$ cat config.mk
export PLATFORM = sky130hd
export DESIGN_NAME = g3c_back
export DESIGN_NICKNAME = d
export VERILOG_FILES = /design/src/rtl/g3c_pkg.sv /design/src/rtl/g3c_back.sv
export SDC_FILE = /design/constraint.sdc
export NUM_CORES = 2
export LEC_CHECK = 0
export BUFFER_PORTS_ARGS = -buffer_cell sky130_fd_sc_hd__buf_2
export CAP_MARGIN = 5
export CORE_UTILIZATION = 40
export DETAILED_ROUTE_END_ITERATION = 8
export SYNTH_ARGS = -nofsm -noshare
export SYNTH_HDL_FRONTEND = slang
export SYNTH_SLANG_ARGS = --single-unit
$ cat constraint.sdc
create_clock -name clk -period 21.7 [get_ports clk]
set_clock_uncertainty 0.1 [all_clocks]
set_input_delay 4.34 -clock clk [delete_from_list [all_inputs] [get_ports clk]]
set_output_delay 4.34 -clock clk [all_outputs]
set_load 0.05 [all_outputs]
$ cat src/rtl/g3c_pkg.sv
// Shared types and constants for the gray 3x3 convolution stream block.
// Used by the front, queue, back and top-level modules; depends on nothing.
package g3c_pkg;

    localparam int IMAGE_WIDTH  = 640;
    localparam int IMAGE_HEIGHT = 480;
    localparam int COL_W        = $clog2(IMAGE_WIDTH);
    localparam int ROW_W        = $clog2(IMAGE_HEIGHT);

    localparam int QUEUE_DEPTH  = 4;
    localparam int QPTR_W       = $clog2(QUEUE_DEPTH);

    localparam int TDATA_W      = 40;
    localparam int PADDR_W      = 4;

    // Gray conversion weights.
    localparam logic [6:0] GRAY_WR = 7'd76;
    localparam logic [7:0] GRAY_WG = 8'd150;
    localparam logic [4:0] GRAY_WB = 5'd30;

    // Register indexes, taken from paddr[3:2].
    localparam logic [1:0] REG_COEF_TOP    = 2'd0;
    localparam logic [1:0] REG_COEF_MID    = 2'd1;
    localparam logic [1:0] REG_COEF_BOTTOM = 2'd2;

    typedef struct packed {
        logic [3:0] keep;
        logic [3:0] strb;
        logic       user;
        logic       last;
        logic       id;
        logic       dest;
    } side_t;

    // One window on its way from the front to the back. Entry 3*r+k holds
    // window row r (0 = oldest line), column k (2 = current pixel).
    typedef struct packed {
        logic [8:0][7:0] win;
        logic            border;
        side_t           side;
    } item_t;

endpackage

$ cat src/rtl/g3c_back.sv
// Back part: nine coefficient products, 16-bit wrapped sum, clamp, invert,
// border zeroing and the output register. Uses item_t and side_t from g3c_pkg.
module g3c_back
    import g3c_pkg::*;
(
    input  logic             clk,
    input  logic             rst_n,
    input  logic             q_valid,
    input  item_t            q_item,
    output logic             pop,
    input  logic [2:0][23:0] coefs,
    output logic             out_valid,
    input  logic             out_ready,
    output logic [23:0]      pixel_out,
    output side_t            out_side
);

    logic                    out_free;
    logic                    p_load;
    logic [8:0][15:0]        prod;
    logic signed [16:0]      prod_full [9];

    logic                    p_valid_reg;
    logic                    p_valid_next;
    logic [8:0][15:0]        prod_reg;
    logic                    p_border_reg;
    side_t                   p_side_reg;

    logic [15:0]             sum;
    logic [7:0]              clamped;
    logic [23:0]             result;

    logic                    m_valid_reg;
    logic                    m_valid_next;
    logic [23:0]             pixel_reg;
    side_t                   side_reg;

    assign out_free = !m_valid_reg || out_ready;
    assign pop      = q_valid && (!p_valid_reg || out_free);
    assign p_load   = p_valid_reg && out_free;

    // Signed coefficient times unsigned pixel; only the low 16 bits matter.
    always_comb
    begin
        for (int i = 0; i < 9; i++)
        begin
            prod_full[i] = $signed(coefs[i / 3][8 * (i % 3) +: 8])
                         * $signed({1'b0, q_item.win[i]});
            prod[i] = prod_full[i][15:0];
        end
    end

    always_comb
    begin
        sum = '0;
        for (int i = 0; i < 9; i++)
        begin
            sum = sum + prod_reg[i];
        end
    end

    always_comb
    begin
        if (sum[15])
        begin
            clamped = 8'd0;
        end
        else if (sum[14:8] != '0)
        begin
            clamped = 8'hFF;
        end
        else
        begin
            clamped = sum[7:0];
        end
        result = p_border_reg ? 24'd0 : {3{~clamped}};
    end

    always_comb
    begin
        p_valid_next = p_valid_reg;
        if (pop)
        begin
            p_valid_next = 1'b1;
        end
        else if (p_load)
        begin
            p_valid_next = 1'b0;
        end
        m_valid_next = m_valid_reg;
        if (p_load)
        begin
            m_valid_next = 1'b1;
        end
        else if (out_ready)
        begin
            m_valid_next = 1'b0;
        end
    end

    always_ff @(posedge clk or negedge rst_n)
    begin
        if (!rst_n)
        begin
            p_valid_reg <= 1'b0;
            m_valid_reg <= 1'b0;
        end
        else
        begin
            p_valid_reg <= p_valid_next;
            m_valid_reg <= m_valid_next;
        end
    end

    always_ff @(posedge clk)
    begin
        if (pop)
        begin
            prod_reg     <= prod;
            p_border_reg <= q_item.border;
            p_side_reg   <= q_item.side;
        end
        if (p_load)
        begin
            pixel_reg <= result;
            side_reg  <= p_side_reg;
        end
    end

    assign out_valid = m_valid_reg;
    assign pixel_out = pixel_reg;
    assign out_side  = side_reg;

endmodule
==> impl_metrics.csv <==
group,metric,value,unit
outcome,status,"completed",
logic_synthesis,synth_cell_types,60,
clocking,cts_tree,"done",
critical_path,slowest_stage,"buf_2",
clocking,cts_max_level,4,
min_path,hold_class,"reg2reg",
critical_path,crit_chain,"buf_2, nor2b_1, a21boi_4, buf_2",
critical_path,cp.required,17.26,ns
clocking,cts_resized,0,
critical_path,crit_path_frequent_cell,"buf_2",
route,drt_iter0_markers,786,
logic_synthesis,ys_async_sr_fraction,1.12,%
timing,rsz0062_at_grt,"false",
floorplan,io-pin-count,199,
critical_path,critical_path.max_fanout,6,
critical_path,path_buf_inv,2,
floorplan,core_area,0.0687,sq mm
critical_path,start_kind,"primary input",
layout,largest_reg_flops,144,
timing,hold_ws,0.321,ns
job,max_cap_viol_count,0,
timing,slew_headroom,28.7,%
critical_path,r2r_start,"prod_reg[98]",
layout,syn2layout_area_growth,9.57,%
timing,finalWorstPathRequiredPeriod,9.54,ns
clocking,post_cts_buffers,0,
logic_synthesis,synth_top_cell_by_area,"fa_1",
place,port_buffers,198,
layout,seqCellArea,0.00537,sq mm
timing,hold_viol,0,
floorplan,die-area,0.0707,sq mm
timing,timing.fmax,0.105,GHz
layout,num_antenna_cells,0,
floorplan,die_h,266,microns
logic_synthesis,synth-main-ff-cell,"edfxtp_1",
layout,multiInputGateArea,0.0201,sq mm
logic_synthesis,ys_ff_latch,179,
global_route,track_usage,17.9,%
route,first_pass_iters,5,
timing,tightest_slew,1.07,ns
global_route,grt_pass1_wl,100000,microns
layout,drive_gt1_share,8.47,%
clocking,cts_buffers,17,
logic_synthesis,syn_area,0.0279,sq mm
logic_synthesis,synth_top_area_share,31.2,%
timing,maxSlewViolCount,0,
floorplan,start_util,40.6,%
route,viasPerCell,4.74,
critical_path,cp-startpoint,"out_ready",
min_path,holdCritStartpoint,"p_side_reg[8]",
route,wl_per_cell,15.3,microns
logic_synthesis,synth_nets,3721,
critical_path,slowest_delay,0.32,ns
global_route,grt.overflow.total,0,
logic_synthesis,synth_cells,2750,
layout,final_nets,3923,
place,globalplace.congestion,0.820,
route,route.antenna.remaining_nets,0,
timing,fin_crit_sh,44.0,%
floorplan,dieWidth,266,microns
critical_path,arrival,5.10,ns
logic_synthesis,synthTopCellsByArea,"fa_1 31%, edfxtp_1 19%, ha_1 17%, inv_1 8.0%, and2_1 6.8%",
critical_path,cpLargestDelayFamily,"buffers and inverters",
critical_path,critPathKind,"in2out",
timing,finalSetupViolations,0,
floorplan,fp-row-count,96,
clocking,clk_path_buf_depth,2,
logic_synthesis,synth-edff-count,177,
critical_path,crit_path_end_kind,"output pin",
logic_synthesis,ys_seq_area_share,19.3,%
layout,fill_cells,6743,
global_route,grt_antenna_before_repair,2,
clocking,cts_hold_buf,0,
clocking,clock-sinks,179,
logic_synthesis,yosys_warnings,0,
clocking,clk_pin_slew,0.07,ns
timing,finalWorstSetupSlack,12.16,ns
route,drcViolationCount,0,
place,place_worst_setup_slack,12.16,ns
route,via_count,18400,
place,dp_hpwl,51000,microns
clocking,clk_latency,0.46,ns
global_route,grt_max_degree,83,
clocking,root_buffer,"clkbuf_16",
timing,tns,0,ns
global_route,grt_pass1_vias,19400,
route,finalWirelength,59500,microns
logic_synthesis,syn_area_per_cell,10.1,sq um
-- cells by family after synthesis --
group	after synthesis	share of synthesized area, %
AOI/OAI and AO/OA	209	5.27
and+or+nand+nor	823	15.3
xor gates and xnor gates	115	3.64
buffers and inverters	614	8.49
DFF	179	19.3
adders and majority gates	810	48.1
-- worst paths after layout --
path / to / slack [ns] / depth (start not counted)
hold / removal: out_side[8] / 0.32 / 0
max in group asynchronous: out_valid / 17.85 / 1
hold reg to reg: out_side[8] / 0.32 / 0
setup reg to reg: pixel_out[19] / 16.20 / 14
min in group asynchronous: p_valid_reg / 3.56 / 1
setup / recovery: pop / 12.16 / 4
-- layer usage --
metal  GRT usage (%)  vias up  wire (microns)
met5               0        -              21
li1                -     9043               -
met4            2.02        4             315
met2            32.7      215           31300
met1            23.4     9162           26400
met3            1.77       25            1420
-- synth_stat cells (10+ instances only) --
library cell	n
a21boi_0	10
a21oi_1	58
and2_1	304
and3_1	11
buf_4	16
edfxtp_1	177
fa_1	434
ha_1	376
inv_1	597
nand2_1	246
nand2b_1	68
nand3_1	13
nor2_1	96
nor2b_1	28
nor3_1	28
o21a_1	10
o21ai_0	46
xnor2_1	97
xor2_1	17
-- final cells by class --
type / instances / share of cell area [%]
clock buffers: 17 / 1.39
clock inverters: 15 / 0.598
inverters: 597 / 7.34
multi-input cells: 1957 / 66.0
flip-flops and latches: 179 / 17.6
well taps: 931 / 3.82
repair buffers: 200 / 3.30
-- per-stage QoR --
step                      instance area, sq um  util (%)  cells
final                                    30500      44.4   3896
after global routing                     30500      44.4   3896
after CTS                                30500      44.4   3896
after detailed placement                 29900      43.5   3864
after global placement                   29900      43.5   3864
after floorplan                          27900         -   2750
-- cell usage in the layout, fill, tap and decap left out, types with 9 or more instances in the layout --
master     netlist  final
clkbuf_16        0     17
a21boi_0        10      9
ha_1           376    376
nor3_1          28     28
a21oi_1         58     58
xor2_1          17     17
inv_1          597    597
o21ai_0         46     46
nor2_1          96     96
and3_1          11     11
and2_1         304    304
buf_2            0    198
o21a_1          10     10
nand3_1         13     13
edfxtp_1       177    177
nand2_1        246    246
nand2b_1        68     68
nor2b_1         28     28
fa_1           434    434
xnor2_1         97     97
Power is not shown: default switching activity piles up to over one toggle a cycle in this logic, so the estimate is an artifact.
