File: config.mk
export PLATFORM = sky130hd
export DESIGN_NAME = g3c_queue
export DESIGN_NICKNAME = d
export VERILOG_FILES = /design/src/rtl/g3c_pkg.sv /design/src/rtl/g3c_queue.sv
export SDC_FILE = /design/constraint.sdc
export NUM_CORES = 1
export LEC_CHECK = 0
export BUFFER_PORTS_ARGS = -buffer_cell sky130_fd_sc_hd__buf_4
export CAP_MARGIN = 15
export CORE_MARGIN = 1
export CORE_UTILIZATION = 49
export DETAILED_ROUTE_END_ITERATION = 16
export GPL_TIMING_DRIVEN = 0
export PLACE_DENSITY = 0.72
export SYNTH_ARGS = -nofsm -noshare
export SYNTH_HDL_FRONTEND = slang
export SYNTH_SLANG_ARGS = --single-unit
File: constraint.sdc
create_clock -name clk -period 3 [get_ports clk]
set_input_delay 0.6 -clock clk [delete_from_list [all_inputs] [get_ports clk]]
set_output_delay 0.6 -clock clk [all_outputs]
set_load 0.01 [all_outputs]
File: src/rtl/g3c_pkg.sv
// Shared types and constants for the gray 3x3 convolution stream block.
// Used by the front, queue, back and top-level modules; depends on nothing.
package g3c_pkg;

    localparam int IMAGE_WIDTH  = 640;
    localparam int IMAGE_HEIGHT = 480;
    localparam int COL_W        = $clog2(IMAGE_WIDTH);
    localparam int ROW_W        = $clog2(IMAGE_HEIGHT);

    localparam int QUEUE_DEPTH  = 4;
    localparam int QPTR_W       = $clog2(QUEUE_DEPTH);

    localparam int TDATA_W      = 40;
    localparam int PADDR_W      = 4;

    // Gray conversion weights.
    localparam logic [6:0] GRAY_WR = 7'd76;
    localparam logic [7:0] GRAY_WG = 8'd150;
    localparam logic [4:0] GRAY_WB = 5'd30;

    // Register indexes, taken from paddr[3:2].
    localparam logic [1:0] REG_COEF_TOP    = 2'd0;
    localparam logic [1:0] REG_COEF_MID    = 2'd1;
    localparam logic [1:0] REG_COEF_BOTTOM = 2'd2;

    typedef struct packed {
        logic [3:0] keep;
        logic [3:0] strb;
        logic       user;
        logic       last;
        logic       id;
        logic       dest;
    } side_t;

    // One window on its way from the front to the back. Entry 3*r+k holds
    // window row r (0 = oldest line), column k (2 = current pixel).
    typedef struct packed {
        logic [8:0][7:0] win;
        logic            border;
        side_t           side;
    } item_t;

endpackage

File: src/rtl/g3c_queue.sv
// Short queue of windows between the front and the back part.
// Uses item_t and the queue depth from g3c_pkg.
module g3c_queue
    import g3c_pkg::*;
(
    input  logic  clk,
    input  logic  rst_n,
    input  logic  push,
    input  item_t push_item,
    output logic  full,
    input  logic  pop,
    output logic  not_empty,
    output item_t pop_item
);

    item_t             slots_reg [QUEUE_DEPTH];
    logic [QPTR_W-1:0] wr_ptr_reg;
    logic [QPTR_W-1:0] rd_ptr_reg;
    logic [QPTR_W:0]   count_reg;
    logic [QPTR_W:0]   count_next;

    assign full      = (count_reg == (QPTR_W + 1)'(QUEUE_DEPTH));
    assign not_empty = (count_reg != '0);
    assign pop_item  = slots_reg[rd_ptr_reg];

    always_comb
    begin
        count_next = count_reg;
        if (push && !pop)
        begin
            count_next = count_reg + 1'b1;
        end
        else if (pop && !push)
        begin
            count_next = count_reg - 1'b1;
        end
    end

    always_ff @(posedge clk or negedge rst_n)
    begin
        if (!rst_n)
        begin
            wr_ptr_reg <= '0;
            rd_ptr_reg <= '0;
            count_reg  <= '0;
        end
        else
        begin
            count_reg <= count_next;
            if (push)
            begin
                wr_ptr_reg <= wr_ptr_reg + 1'b1;
            end
            if (pop)
            begin
                rd_ptr_reg <= rd_ptr_reg + 1'b1;
            end
        end
    end

    always_ff @(posedge clk)
    begin
        if (push)
        begin
            slots_reg[wr_ptr_reg] <= push_item;
        end
    end

endmodule

==> flow_metrics.env, run 1 <==
export IMPL_wl_um=23180
export IMPL_grt_pass1_wl_um=35760
export IMPL_final_hold_violation_count=0
export IMPL_num_vias=5665
export IMPL_path_cells="buf_2 -> buf_2 -> buf_2 -> mux4_2 -> buf_4"
export IMPL_drive_above_1_share=0.4648
export IMPL_fmax_mhz=358.8
export IMPL_yosys_top_cells_area="edfxtp_1 81%, mux4_2 15%, dfrtp_1 1.4%"
export IMPL_cts_buffers=37
export IMPL_port_buffers=175
export IMPL_syn_nets=574
export IMPL_utilization=0.6200
export IMPL_postSynth_asyncResetShare=0.02017
export IMPL_synth_cells=479
export IMPL_numClockSinks=347
export IMPL_nFillCells=1727
export IMPL_rows=58
export IMPL_top_usage_layer="met2"
export IMPL_cts_tree="built"
export IMPL_antenna_found_initial=0
export IMPL_synth_commonest_cells="340 x edfxtp_1, 85 x mux4_2, 9 x buf_2"
export IMPL_fp_coreArea_mm2=0.02525
export IMPL_r2r_start="wr_ptr_reg[0]"
export IMPL_start_kind="flop"
export IMPL_fin_crit_ns=2.787
export IMPL_avgSynthCellArea_um2=26.47
export IMPL_vias_per_cell=5.370
export IMPL_crit_fanout=10
export IMPL_clock_latency_ns=0.51
export IMPL_hold_class="in2reg"
export IMPL_cts_hold_buf=1
export IMPL_cpPeakStageDelay_ns=0.37
export IMPL_rsz0062_at_grt="false"
export IMPL_ctsRootBufferMaster="clkbuf_16"
export IMPL_synth_main_ff_cell="edfxtp_1"
export IMPL_fin_tns_setup_ns=0
export IMPL_gr_total_overflow=0
export IMPL_worst_path_dominant_cell_family="buffers and inverters"
export IMPL_largest_reg_flops=340
export IMPL_ys_ff_latch=347
export IMPL_floorplan_io_pins=176
export IMPL_synth_edf_count=340
export IMPL_status="finished, final reports clean"
export IMPL_cp_buffers_inverters=4
export IMPL_grt_total_usage=0.1816
export IMPL_dp_hpwl_um=14080
export IMPL_post_cts_resized=0
export IMPL_firstDrtPassIters=4
export IMPL_fin_nets=793
export IMPL_end_kind="output port"
export IMPL_post_drt_wl_per_cell_um=21.97
export IMPL_drtAntennaViolNets=0
export IMPL_yosysMostFrequentCell="edfxtp_1"
export IMPL_synth_top_area_frac=0.8051
export IMPL_yosys_area_top_type="edfxtp_1"
export IMPL_setup_violations=0
export IMPL_peakVddDrop_v=0.0006716
export IMPL_seq_area_frac_synth=0.8189
export IMPL_h_tree_depth=2
export IMPL_die_w_um=162.9
export IMPL_diodes=0
export IMPL_drt_iter0_markers=357
export IMPL_dieArea_mm2=0.02653
export IMPL_worstSetupPathType="reg2out"
export IMPL_syn_to_final_growth_pct=23.47
export IMPL_worstHoldStart="push_item[50]"
export IMPL_grt_pass1_vias=6257
export IMPL_syn_area_mm2=0.01268
export IMPL_yosys_cell_types_count=21
export IMPL_gp_congestion=0.7415
export IMPL_yosys_warnings=0
export IMPL_power_density_mw_per_mm2=1001
export IMPL_use_met1=0.2336
export IMPL_tightest_slew_ns=0.8916
export IMPL_crit_arrival_ns=2.19
export IMPL_drc_errors=0
export IMPL_maxCapViolCount=0
export IMPL_gr_usage_met2=0.3062
export IMPL_startpoint="rd_ptr_reg[1]"
export IMPL_period_share=0.9289
export IMPL_critPathSlowestCell="mux4_2"
export IMPL_worst_path_most_repeated_cell="buf_2"
export IMPL_cts_max_path_buffers=3
export IMPL_postCtsSetupBuffers=0
export IMPL_leakage_nw=5.407
export IMPL_initial_core_util=0.5021
export IMPL_max_slew_margin=0.4056
export IMPL_grt_max_degree=57
export IMPL_use_met3=0.04584
export IMPL_drv_slew=0
export IMPL_clock_skew_ns=0.006098
export IMPL_reg2reg_slack_ns=0.93
export IMPL_clk_pin_slew_ns=0.06
export IMPL_worstPathRequired_ns=2.40
export IMPL_die_h_um=162.9
## through the flow
stage | hold WS (ns) | instances | cell area, um^2 | setup slack, ns | power (mW)
2_1_floorplan | 0.3044 | 479 | 12690 | 0.8895 | 9.447
3_3_place_gp | 0.4157 | 984 | 14410 | -0.02781 | 11.45
3_5_place_dp | 0.4192 | 988 | 14500 | 0.7018 | 11.60
4_1_cts | 0.2624 | 1055 | 15660 | 0.1506 | 15.91
5_1_grt | 0.2660 | 1055 | 15660 | 0.1138 | 16.38
6_report | 0.2847 | 1055 | 15660 | 0.2132 | 15.67
## where the power goes
group	switching, mW	internal (mW)	leakage [nW]
Combinational	2.37	2.46	1.63
Sequential	0.209	6.35	3.20
Clock	1.74	2.54	0.570
## cell families (layout without fill, tap and decap cells)
logic type      count (synthesis)  after routing  synth area share
compound gates                  1              1         0.0003943
xor+xnor                        6              6          0.004144
fa+ha+maj                       6              6          0.006512
buf+inv                        24            270           0.01421
flops                         347            347            0.8189
mux                            86             86            0.1519
simple gates                    9              9          0.003947
## cells in the final DEF, fill, tap and decap left out
master	instances
nand2_1	2
nor3b_1	1
inv_1	4
edfxtp_1	340
buf_8	1
inv_6	1
buf_2	9
and2_4	4
mux4_2	85
dfrtp_1	7
buf_6	1
bufinv_16	2
clkinv_1	8
xnor2_1	2
ha_1	5
o21ai_0	1
clkinv_2	8
xor2_1	4
clkbuf_1	10
mux2_2	1
buf_12	7
nor2_1	1
or3_1	1
clkinv_4	1
clkbuf_16	39
buf_4	178
dlygate4sd3_1	1
fa_1	1
## worst paths after layout
check	cells past startpoint	end
worst max-delay path	5	pop_item[30]
worst min-delay path	1	slots_reg[0][50]
worst max register to register	4	slots_reg[2][24]
worst min register to register	1	count_reg[2]
max in group asynchronous	2	rd_ptr_reg[1]
min in group asynchronous	2	wr_ptr_reg[1]
## worst register-to-register path, delay by kind of cell (launching register included)
kind | cells | cell delay (ns)
flops | 1 | 0.43
buf+inv | 2 | 0.44
simple gates | 1 | 0.71
fa+ha+maj | 1 | 0.15
## routing by layer
layer / vias to the layer above / wire, um
met1: 2966 / 9467
met3: 45 / 1495
met4: 0 / 459
li1: 2498 / -
met2: 156 / 11760
met5: - / 0
## cell type report
type / instances / area [um^2] / share of cell area
buffer: 20 / 165.2 / 0.01055
clock buffer: 46 / 1002 / 0.06401
clock inverter: 20 / 147.6 / 0.009429
inverter: 4 / 15.01 / 0.0009589
multi-input combinational: 108 / 2126 / 0.1358
sequential: 347 / 10390 / 0.6633
tap: 330 / 412.9 / 0.02637
timing repair buffer: 180 / 1404 / 0.08966
No activity file was read; power rests on OpenSTA's default activity.
==> run 2: changes to the inputs <==
--- a/config.mk
+++ b/config.mk
@@ -7,11 +7,14 @@
 export LEC_CHECK = 0
 export BUFFER_PORTS_ARGS = -buffer_cell sky130_fd_sc_hd__buf_4
 export CAP_MARGIN = 15
+export CELL_PAD_IN_SITES_DETAIL_PLACEMENT = 2
+export CELL_PAD_IN_SITES_GLOBAL_PLACEMENT = 2
 export CORE_MARGIN = 1
-export CORE_UTILIZATION = 49
+export CORE_UTILIZATION = 48
 export DETAILED_ROUTE_END_ITERATION = 16
 export GPL_TIMING_DRIVEN = 0
-export PLACE_DENSITY = 0.72
+export PLACE_DENSITY_LB_ADDON = 0.1
 export SYNTH_ARGS = -nofsm -noshare
 export SYNTH_HDL_FRONTEND = slang
 export SYNTH_SLANG_ARGS = --single-unit
+export TNS_END_PERCENT = 20
==> constraint.sdc (replaced) <==
create_clock -name clk -period 3.57 [get_ports clk]
set_input_delay 0.714 -clock clk [delete_from_list [all_inputs] [get_ports clk]]
set_output_delay 0.714 -clock clk [all_outputs]
set_load 0.01 [all_outputs]
==> run 2 against run 1 <==
Net effect: the run now fails in detailed placement (3_5_place_dp); synthesized cell count unchanged; synthesized area unchanged.
==> flow_metrics.env, run 2 <==
export IMPL_status="did not finish"
export IMPL_lastStage="detailed placement (3_5_place_dp)"
export IMPL_error_line="[ERROR DPL-0033] detailed placement checks failed during check placement."
export IMPL_ys_ff_latch=347
export IMPL_syn_nets=574
export IMPL_yosysMostFrequentCell="edfxtp_1"
export IMPL_die_w_um=164.5
export IMPL_syn_area_mm2=0.01268
export IMPL_dp_hpwl_um=20090
export IMPL_initial_core_util=0.4880
export IMPL_synth_cells=479
export IMPL_floorplan_io_pins=176
export IMPL_port_buffers=175
export IMPL_gp_congestion=0.6835
export IMPL_die_h_um=164.5
export IMPL_synth_main_ff_cell="edfxtp_1"
export IMPL_rows=59
export IMPL_yosys_area_top_type="edfxtp_1"
export IMPL_yosys_top_cells_area="edfxtp_1 81%, mux4_2 15%, dfrtp_1 1.4%"
export IMPL_synth_edf_count=340
export IMPL_synth_top_area_frac=0.8051
export IMPL_yosys_cell_types_count=21
export IMPL_postSynth_asyncResetShare=0.02017
export IMPL_yosys_warnings=0
export IMPL_synth_commonest_cells="340 x edfxtp_1, 85 x mux4_2, 9 x buf_2"
export IMPL_avgSynthCellArea_um2=26.47
export IMPL_seq_area_frac_synth=0.8189
[run 2: cells by family after synthesis]
family / share of synthesized area
AOI/OAI and AO/OA: 0.0003943
xor gates and xnor gates: 0.004144
adders and majority gates: 0.006512
buffers and inverters: 0.01421
DFF: 0.8189
muxes: 0.1519
and+or+nand+nor: 0.003947
[run 2: per-stage QoR]
| stage | hold slack (ns) | TNS (ns) | setup WS [ns] | instance area, um^2 | cells |
|---|---|---|---|---|---|
| after global placement | 0.4661 | -441.37 | -1.310 | 14410 | 989 |
| after floorplan | 0.4184 | 0 | 0.4288 | 12680 | 479 |
==> run 3: changes to the inputs <==
--- a/config.mk
+++ b/config.mk
@@ -7,13 +7,11 @@
 export LEC_CHECK = 0
 export BUFFER_PORTS_ARGS = -buffer_cell sky130_fd_sc_hd__buf_4
 export CAP_MARGIN = 15
-export CELL_PAD_IN_SITES_DETAIL_PLACEMENT = 2
-export CELL_PAD_IN_SITES_GLOBAL_PLACEMENT = 2
 export CORE_MARGIN = 1
-export CORE_UTILIZATION = 48
+export CORE_UTILIZATION = 34
 export DETAILED_ROUTE_END_ITERATION = 16
 export GPL_TIMING_DRIVEN = 0
-export PLACE_DENSITY_LB_ADDON = 0.1
+export PLACE_DENSITY_LB_ADDON = 0.15
 export SYNTH_ARGS = -nofsm -noshare
 export SYNTH_HDL_FRONTEND = slang
 export SYNTH_SLANG_ARGS = --single-unit
==> run 3 against run 2 <==
Net effect: the flow now finishes without violations.
==> flow_metrics.env, run 3 (same netlist as run 1, synthesis figures left out) <==
export IMPL_period_share=0.8345
export IMPL_crit_fanout=10
export IMPL_cts_buffers=38
export IMPL_tightest_slew_ns=0.8810
export IMPL_fmax_mhz=335.7
export IMPL_drive_above_1_share=0.4607
export IMPL_worst_path_dominant_cell_family="buffers and inverters"
export IMPL_largest_reg_flops=340
export IMPL_hold_end="slots_reg[2][37]"
export IMPL_rsz0062_at_grt="false"
export IMPL_antenna_found_initial=1
export IMPL_post_drt_wl_per_cell_um=20.89
export IMPL_dpl_cell_count=1126
export IMPL_place_ws_ns=1.036
export IMPL_maxCapViolCount=0
export IMPL_cpPeakStageDelay_ns=0.66
export IMPL_vias_per_cell=4.725
export IMPL_fp_coreArea_mm2=0.03670
export IMPL_cts_tree="built"
export IMPL_fin_hold_ws_ns=0.3766
export IMPL_port_buffers=175
export IMPL_worstHoldStart="push_item[37]"
export IMPL_fin_nets=794
export IMPL_grt_pass1_wl_um=37810
export IMPL_cts_max_path_buffers=3
export IMPL_grt_max_degree=51
export IMPL_drt_iter0_markers=221
export IMPL_drc_errors=0
export IMPL_power_density_mw_per_mm2=831.8
export IMPL_path_cells="buf_2 -> clkbuf_1 -> mux4_2 -> buf_4"
export IMPL_layout_setup_ws_ns=0.5907
export IMPL_setup_violations=0
export IMPL_start_kind="flop"
export IMPL_h_tree_depth=2
export IMPL_rr_worst_depth=4
export IMPL_p_comb_frac=0.314
export IMPL_worstReg2RegEnd="slots_reg[0][38]"
export IMPL_power_switching_mw=3.674
export IMPL_gp_congestion=0.6899
export IMPL_fin_crit_ns=2.979
export IMPL_sequentialPowerShare=0.417
export IMPL_p_total_mw=13.18
export IMPL_leakage_nw=5.403
export IMPL_cp_buffers_inverters=3
export IMPL_r2r_start="wr_ptr_reg[0]"
export IMPL_die_h_um=195.1
export IMPL_grt_total_usage=0.1345
export IMPL_startpoint="rd_ptr_reg[1]"
export IMPL_reg2reg_slack_ns=1.49
export IMPL_rows=70
export IMPL_stdcell_count=1194
export IMPL_dp_hpwl_um=14940
export IMPL_clk_pin_slew_ns=0.06
export IMPL_crit_arrival_ns=2.27
export IMPL_floorplan_io_pins=176
export IMPL_dieArea_mm2=0.03807
export IMPL_gr_total_overflow=0
export IMPL_path_depth=4
export IMPL_min_path_cells=1
export IMPL_hold_class="in2reg"
export IMPL_end_kind="output port"
export IMPL_clock_power_share=0.269
export IMPL_initial_core_util=0.3456
export IMPL_nFillCells=3189
export IMPL_firstDrtPassIters=4
export IMPL_wl_um=24950
export IMPL_numClockSinks=347
export IMPL_clock_skew_ns=0.01372
export IMPL_ctsRootBufferMaster="clkbuf_16"
export IMPL_grt_pass1_vias=6301
export IMPL_final_hold_violation_count=0
export IMPL_peakVddDrop_v=0.0005508
export IMPL_mostFrequentLayoutCell="edfxtp_1"
export IMPL_die_w_um=195.1
export IMPL_syn_to_final_growth_pct=24.94
export IMPL_status="finished, final reports clean"
export IMPL_p_int_mw=9.505
export IMPL_drtAntennaViolNets=0
export IMPL_drv_slew=0
export IMPL_max_slew_margin=0.4127
export IMPL_clock_latency_ns=0.53
export IMPL_num_vias=5642
export IMPL_critPathSlowestCell="clkbuf_1"
export IMPL_worstSetupPathType="reg2out"
export IMPL_swShare=0.2788
export IMPL_fin_area_mm2=0.01584
export IMPL_worstPathRequired_ns=2.86
export IMPL_post_cts_resized=0
export IMPL_placed_area_mm2=0.01470
export IMPL_final_cell_mix="340 x edfxtp_1, 178 x buf_4, 85 x mux4_2"
-- run 3: worst register-to-register path: cells and delay by family (launching register included) --
family	cells	cell delay (ns)
AND/OR/NAND/NOR	1	0.73
flip-flops	1	0.42
buffers and inverters	2	0.42
adder cells (fa/ha/maj)	1	0.16
-- run 3: per-layer routing --
| metal | share of wire | GRT usage |
|---|---|---|
| met1 | 0.41 | 0.1646 |
| met2 | 0.50 | 0.2234 |
| met3 | 0.074 | 0.04767 |
| met4 | 0.018 | 0.04112 |
| met5 | 0 | 0 |
-- run 3: layout make-up --
| cell class | instances | area, um^2 | share of cell area |
|---|---|---|---|
| flip-flops and latches | 347 | 10390 | 0.6555 |
| multi-input cells | 108 | 2126 | 0.1342 |
| repair buffers | 180 | 1434 | 0.09050 |
| clock buffers | 52 | 1067 | 0.06736 |
| well taps | 468 | 585.6 | 0.03696 |
| plain buffers | 20 | 165.2 | 0.01042 |
| clock inverters | 14 | 63.81 | 0.004027 |
| inverters | 4 | 15.01 | 0.0009476 |
| diodes | 1 | 2.502 | 0.0001579 |
-- run 3: worst max-delay path by stage --
stage	end	slack, ns
finish	pop_item[69]	0.59
global route	pop_item[63]	0.41
CTS	pop_item[69]	0.45
detailed placement	pop_item[66]	1.04
global placement	slots_reg[1][57]	-1.52
floorplan	slots_reg[1][0]	0.43
-- run 3: power groups by stage --
stage / Sequential [mW] / Combinational, mW / Clock, mW
after floorplan: 5.58 / 2.40 / 0
final: 5.49 / 4.14 / 3.54
after global placement: 5.67 / 4.18 / 0
after detailed placement: 5.59 / 4.30 / 0
after global routing: 5.56 / 4.48 / 3.83
after CTS: 5.51 / 4.31 / 3.67
-- run 3: timing repair --
action	in CTS	in global routing
endpoints found under the hold margin	7	0
hold buffers	1	0
buffers inserted	0	0
-- run 3: through the flow --
step | util | setup TNS, ns
floorplan | - | 0
global placement | 0.3973 | -513.48
detailed placement | 0.4006 | 0
CTS | 0.4317 | 0
global route | 0.4317 | 0
finish | 0.4317 | 0
==> run 4: changes to the inputs <==
--- a/config.mk
+++ b/config.mk
@@ -5,6 +5,7 @@
 export SDC_FILE = /design/constraint.sdc
 export NUM_CORES = 1
 export LEC_CHECK = 0
+export ABC_AREA = 1
 export BUFFER_PORTS_ARGS = -buffer_cell sky130_fd_sc_hd__buf_4
 export CAP_MARGIN = 15
 export CORE_MARGIN = 1
==> constraint.sdc (replaced) <==
create_clock -name clk -period 2.7 [get_ports clk]
set_input_delay 0.54 -clock clk [delete_from_list [all_inputs] [get_ports clk]]
set_output_delay 0.54 -clock clk [all_outputs]
set_load 0.01 [all_outputs]
==> run 4 against run 3 <==
Net effect: global-route usage up 2.4 points; combinational power up 95%; clock power grew 37%; register-to-register slack got worse by 0.82 ns; total power rose by 54%; via count increased by 48%; utilization shrank 0.24 points; clock-buffer cell count down 3; clock skew grew 0.0064 ns; critical path type unchanged; highest routed layer unchanged.
==> flow_metrics.env, run 4 <==
export IMPL_die_h_um=207.4
export IMPL_reg2reg_slack_ns=0.67
export IMPL_gr_total_overflow=0
export IMPL_floorplan_io_pins=176
export IMPL_cts_tree="built"
export IMPL_grt_max_degree=45
export IMPL_post_drt_wl_per_cell_um=18.49
export IMPL_grt_pass1_vias=8427
export IMPL_die_w_um=207.4
export IMPL_drtAntennaViolNets=0
export IMPL_numClockSinks=347
export IMPL_peakVddDrop_v=0.0004892
export IMPL_tightest_slew_ns=0.6955
export IMPL_start_kind="flop"
export IMPL_synth_top_area_frac=0.7115
export IMPL_rr_worst_depth=6
export IMPL_synth_top_family_by_area="compound AO/OA/AOI/OAI gates"
export IMPL_syn_nets=1136
export IMPL_clock_latency_ns=0.54
export IMPL_worstPathRequired_ns=2.16
export IMPL_firstDrtPassIters=4
export IMPL_grt_total_usage=0.1580
export IMPL_max_slew_margin=0.5364
export IMPL_yosys_top_cells_area="edfxtp_1 71%, nand2_1 7.0%, o211ai_2 6.3%"
export IMPL_initial_core_util=0.3483
export IMPL_cts_max_path_buffers=3
export IMPL_layout_setup_ws_ns=0.2076
export IMPL_gp_congestion=0.7296
export IMPL_synth_cells=1041
export IMPL_grt_pass1_wl_um=51190
export IMPL_clk_pin_slew_ns=0.05
export IMPL_fin_crit_ns=2.492
export IMPL_dieArea_mm2=0.04303
export IMPL_ys_ff_latch=347
export IMPL_end_kind="output port"
export IMPL_synth_main_ff_cell="edfxtp_1"
export IMPL_largest_reg_flops=340
export IMPL_synth_simple_area_share=0.07176
export IMPL_power_switching_mw=7.160
export IMPL_synthXorXnorAreaFrac=0.002441
export IMPL_port_buffers=175
export IMPL_mostFrequentLayoutCell="edfxtp_1"
export IMPL_p_int_mw=13.08
export IMPL_crit_arrival_ns=1.95
export IMPL_maxCapViolCount=0
export IMPL_syn_area_mm2=0.01435
export IMPL_hold_class="in2reg"
export IMPL_vias_per_cell=4.564
export IMPL_fmax_mhz=401.2
export IMPL_drt_iter0_markers=394
export IMPL_postCtsSetupBuffers=0
export IMPL_wl_um=33730
export IMPL_ctsRootBufferMaster="clkbuf_16"
export IMPL_period_share=0.9231
export IMPL_drive_above_1_share=0.2841
export IMPL_place_ws_ns=0.3588
export IMPL_final_hold_violation_count=0
export IMPL_num_vias=8324
export IMPL_worstReg2RegEnd="slots_reg[0][21]"
export IMPL_startpoint="rd_ptr_reg[1]"
export IMPL_postSynth_asyncResetShare=0.02017
export IMPL_r2r_start="wr_ptr_reg[0]"
export IMPL_leakage_nw=7.120
export IMPL_fin_tns_setup_ns=0
export IMPL_worstHoldStart="push_item[58]"
export IMPL_diodes=0
export IMPL_p_comb_frac=0.399
export IMPL_seq_area_frac_synth=0.7237
export IMPL_dp_hpwl_um=20520
export IMPL_syn_to_final_growth_pct=23.27
export IMPL_cts_buffers=39
export IMPL_power_density_mw_per_mm2=1144
export IMPL_drc_errors=0
export IMPL_synth_commonest_cells="340 x edfxtp_1, 269 x nand2_1, 181 x inv_1"
export IMPL_fin_nets=1360
export IMPL_hold_end="slots_reg[3][58]"
export IMPL_crit_fanout=10
export IMPL_nFillCells=3758
export IMPL_rows=74
export IMPL_status="finished, final reports clean"
export IMPL_synth_compound_area_frac=0.1144
export IMPL_sequentialPowerShare=0.360
export IMPL_yosysMostFrequentCell="edfxtp_1"
export IMPL_yosys_warnings=0
export IMPL_clock_skew_ns=0.02009
export IMPL_fp_coreArea_mm2=0.04120
export IMPL_h_tree_depth=2
export IMPL_yosys_area_share_adder=0.005755
export IMPL_synth_area_mux_share=0
export IMPL_yosys_area_top_type="edfxtp_1"
export IMPL_yosys_cell_types_count=20
export IMPL_rsz0062_at_grt="false"
export IMPL_setup_violations=0
export IMPL_worstSetupPathType="reg2out"
export IMPL_min_path_cells=1
export IMPL_synth_edf_count=340
export IMPL_swShare=0.3538
export IMPL_antenna_found_initial=0
export IMPL_clock_power_share=0.240
export IMPL_avgSynthCellArea_um2=13.78
export IMPL_drv_slew=0
export IMPL_final_cell_mix="340 x edfxtp_1, 269 x nand2_1, 185 x buf_4"
-- run 4: final cells by class --
class	instances	area (um^2)	area share
clock inverter	19	132.6	0.007497
timing repair buffer	183	1494	0.08445
sequential	347	10390	0.5871
multi-input combinational	454	2789	0.1577
tap	532	665.6	0.03763
clock buffer	49	1035	0.05849
inverter	182	695.7	0.03933
buffer	58	493.0	0.02787
-- run 4: worst max-delay path by stage --
stage	end	slack (ns)	cells after the start
after floorplan	slots_reg[2][0]	-0.22	3
after global placement	slots_reg[1][33]	-2.00	4
after detailed placement	slots_reg[1][30]	0.36	5
after CTS	pop_item[69]	0.17	6
after global routing	pop_item[18]	0.06	5
final	pop_item[18]	0.21	5
-- run 4: power groups by stage --
stage / logic [mW] / registers (mW) / clock network (mW)
after detailed placement: 8.34 / 7.40 / 0
final: 8.08 / 7.29 / 4.86
after floorplan: 4.61 / 7.43 / 0
after CTS: 8.37 / 7.29 / 5.00
after global placement: 8.13 / 7.54 / 0
after global routing: 8.88 / 7.38 / 5.19
-- run 4: worst max-delay path: stages (launching register included) --
cell and delay [ns]:
dfrtp_1 0.32, buf_4 0.14, clkbuf_1 0.49, o211ai_1 0.18
nand2_1 0.14, buf_4 0.13
-- run 4: kinds of logic after synthesis --
group	Yosys count
DFF	347
and+or+nand+nor	273
buffers and inverters	240
AOI/OAI and AO/OA	171
adders and majority gates	6
xor gates and xnor gates	4
-- run 4: layer usage --
| layer | vias to the layer above | GRT usage | wire [um] |
|---|---|---|---|
| met2 | 161 | 0.2622 | 16300 |
| met5 | - | 0 | 0 |
| met1 | 4048 | 0.2151 | 15560 |
| met4 | 0 | 0.04092 | 580 |
| li1 | 4071 | - | - |
| met3 | 44 | 0.02602 | 1290 |
-- run 4: stage by stage --
| stage | cell area (um^2) | util | power (mW) | cells | hold slack [ns] |
|---|---|---|---|---|---|
| after floorplan | 14350 | - | 12.04 | 1041 | 0.2444 |
| after global placement | 16330 | 0.3964 | 15.67 | 1748 | 0.3655 |
| after detailed placement | 16510 | 0.4007 | 15.74 | 1755 | 0.3634 |
| after CTS | 17690 | 0.4293 | 20.66 | 1824 | 0.1723 |
| after global routing | 17690 | 0.4293 | 21.45 | 1824 | 0.1731 |
| final | 17690 | 0.4293 | 20.24 | 1824 | 0.1959 |
-- run 4: what timing repair did --
item	CTS	global route
gates resized for setup	0	2
hold buffers	1	0
endpoints found under the setup margin	0	1
hold endpoints to repair	7	0
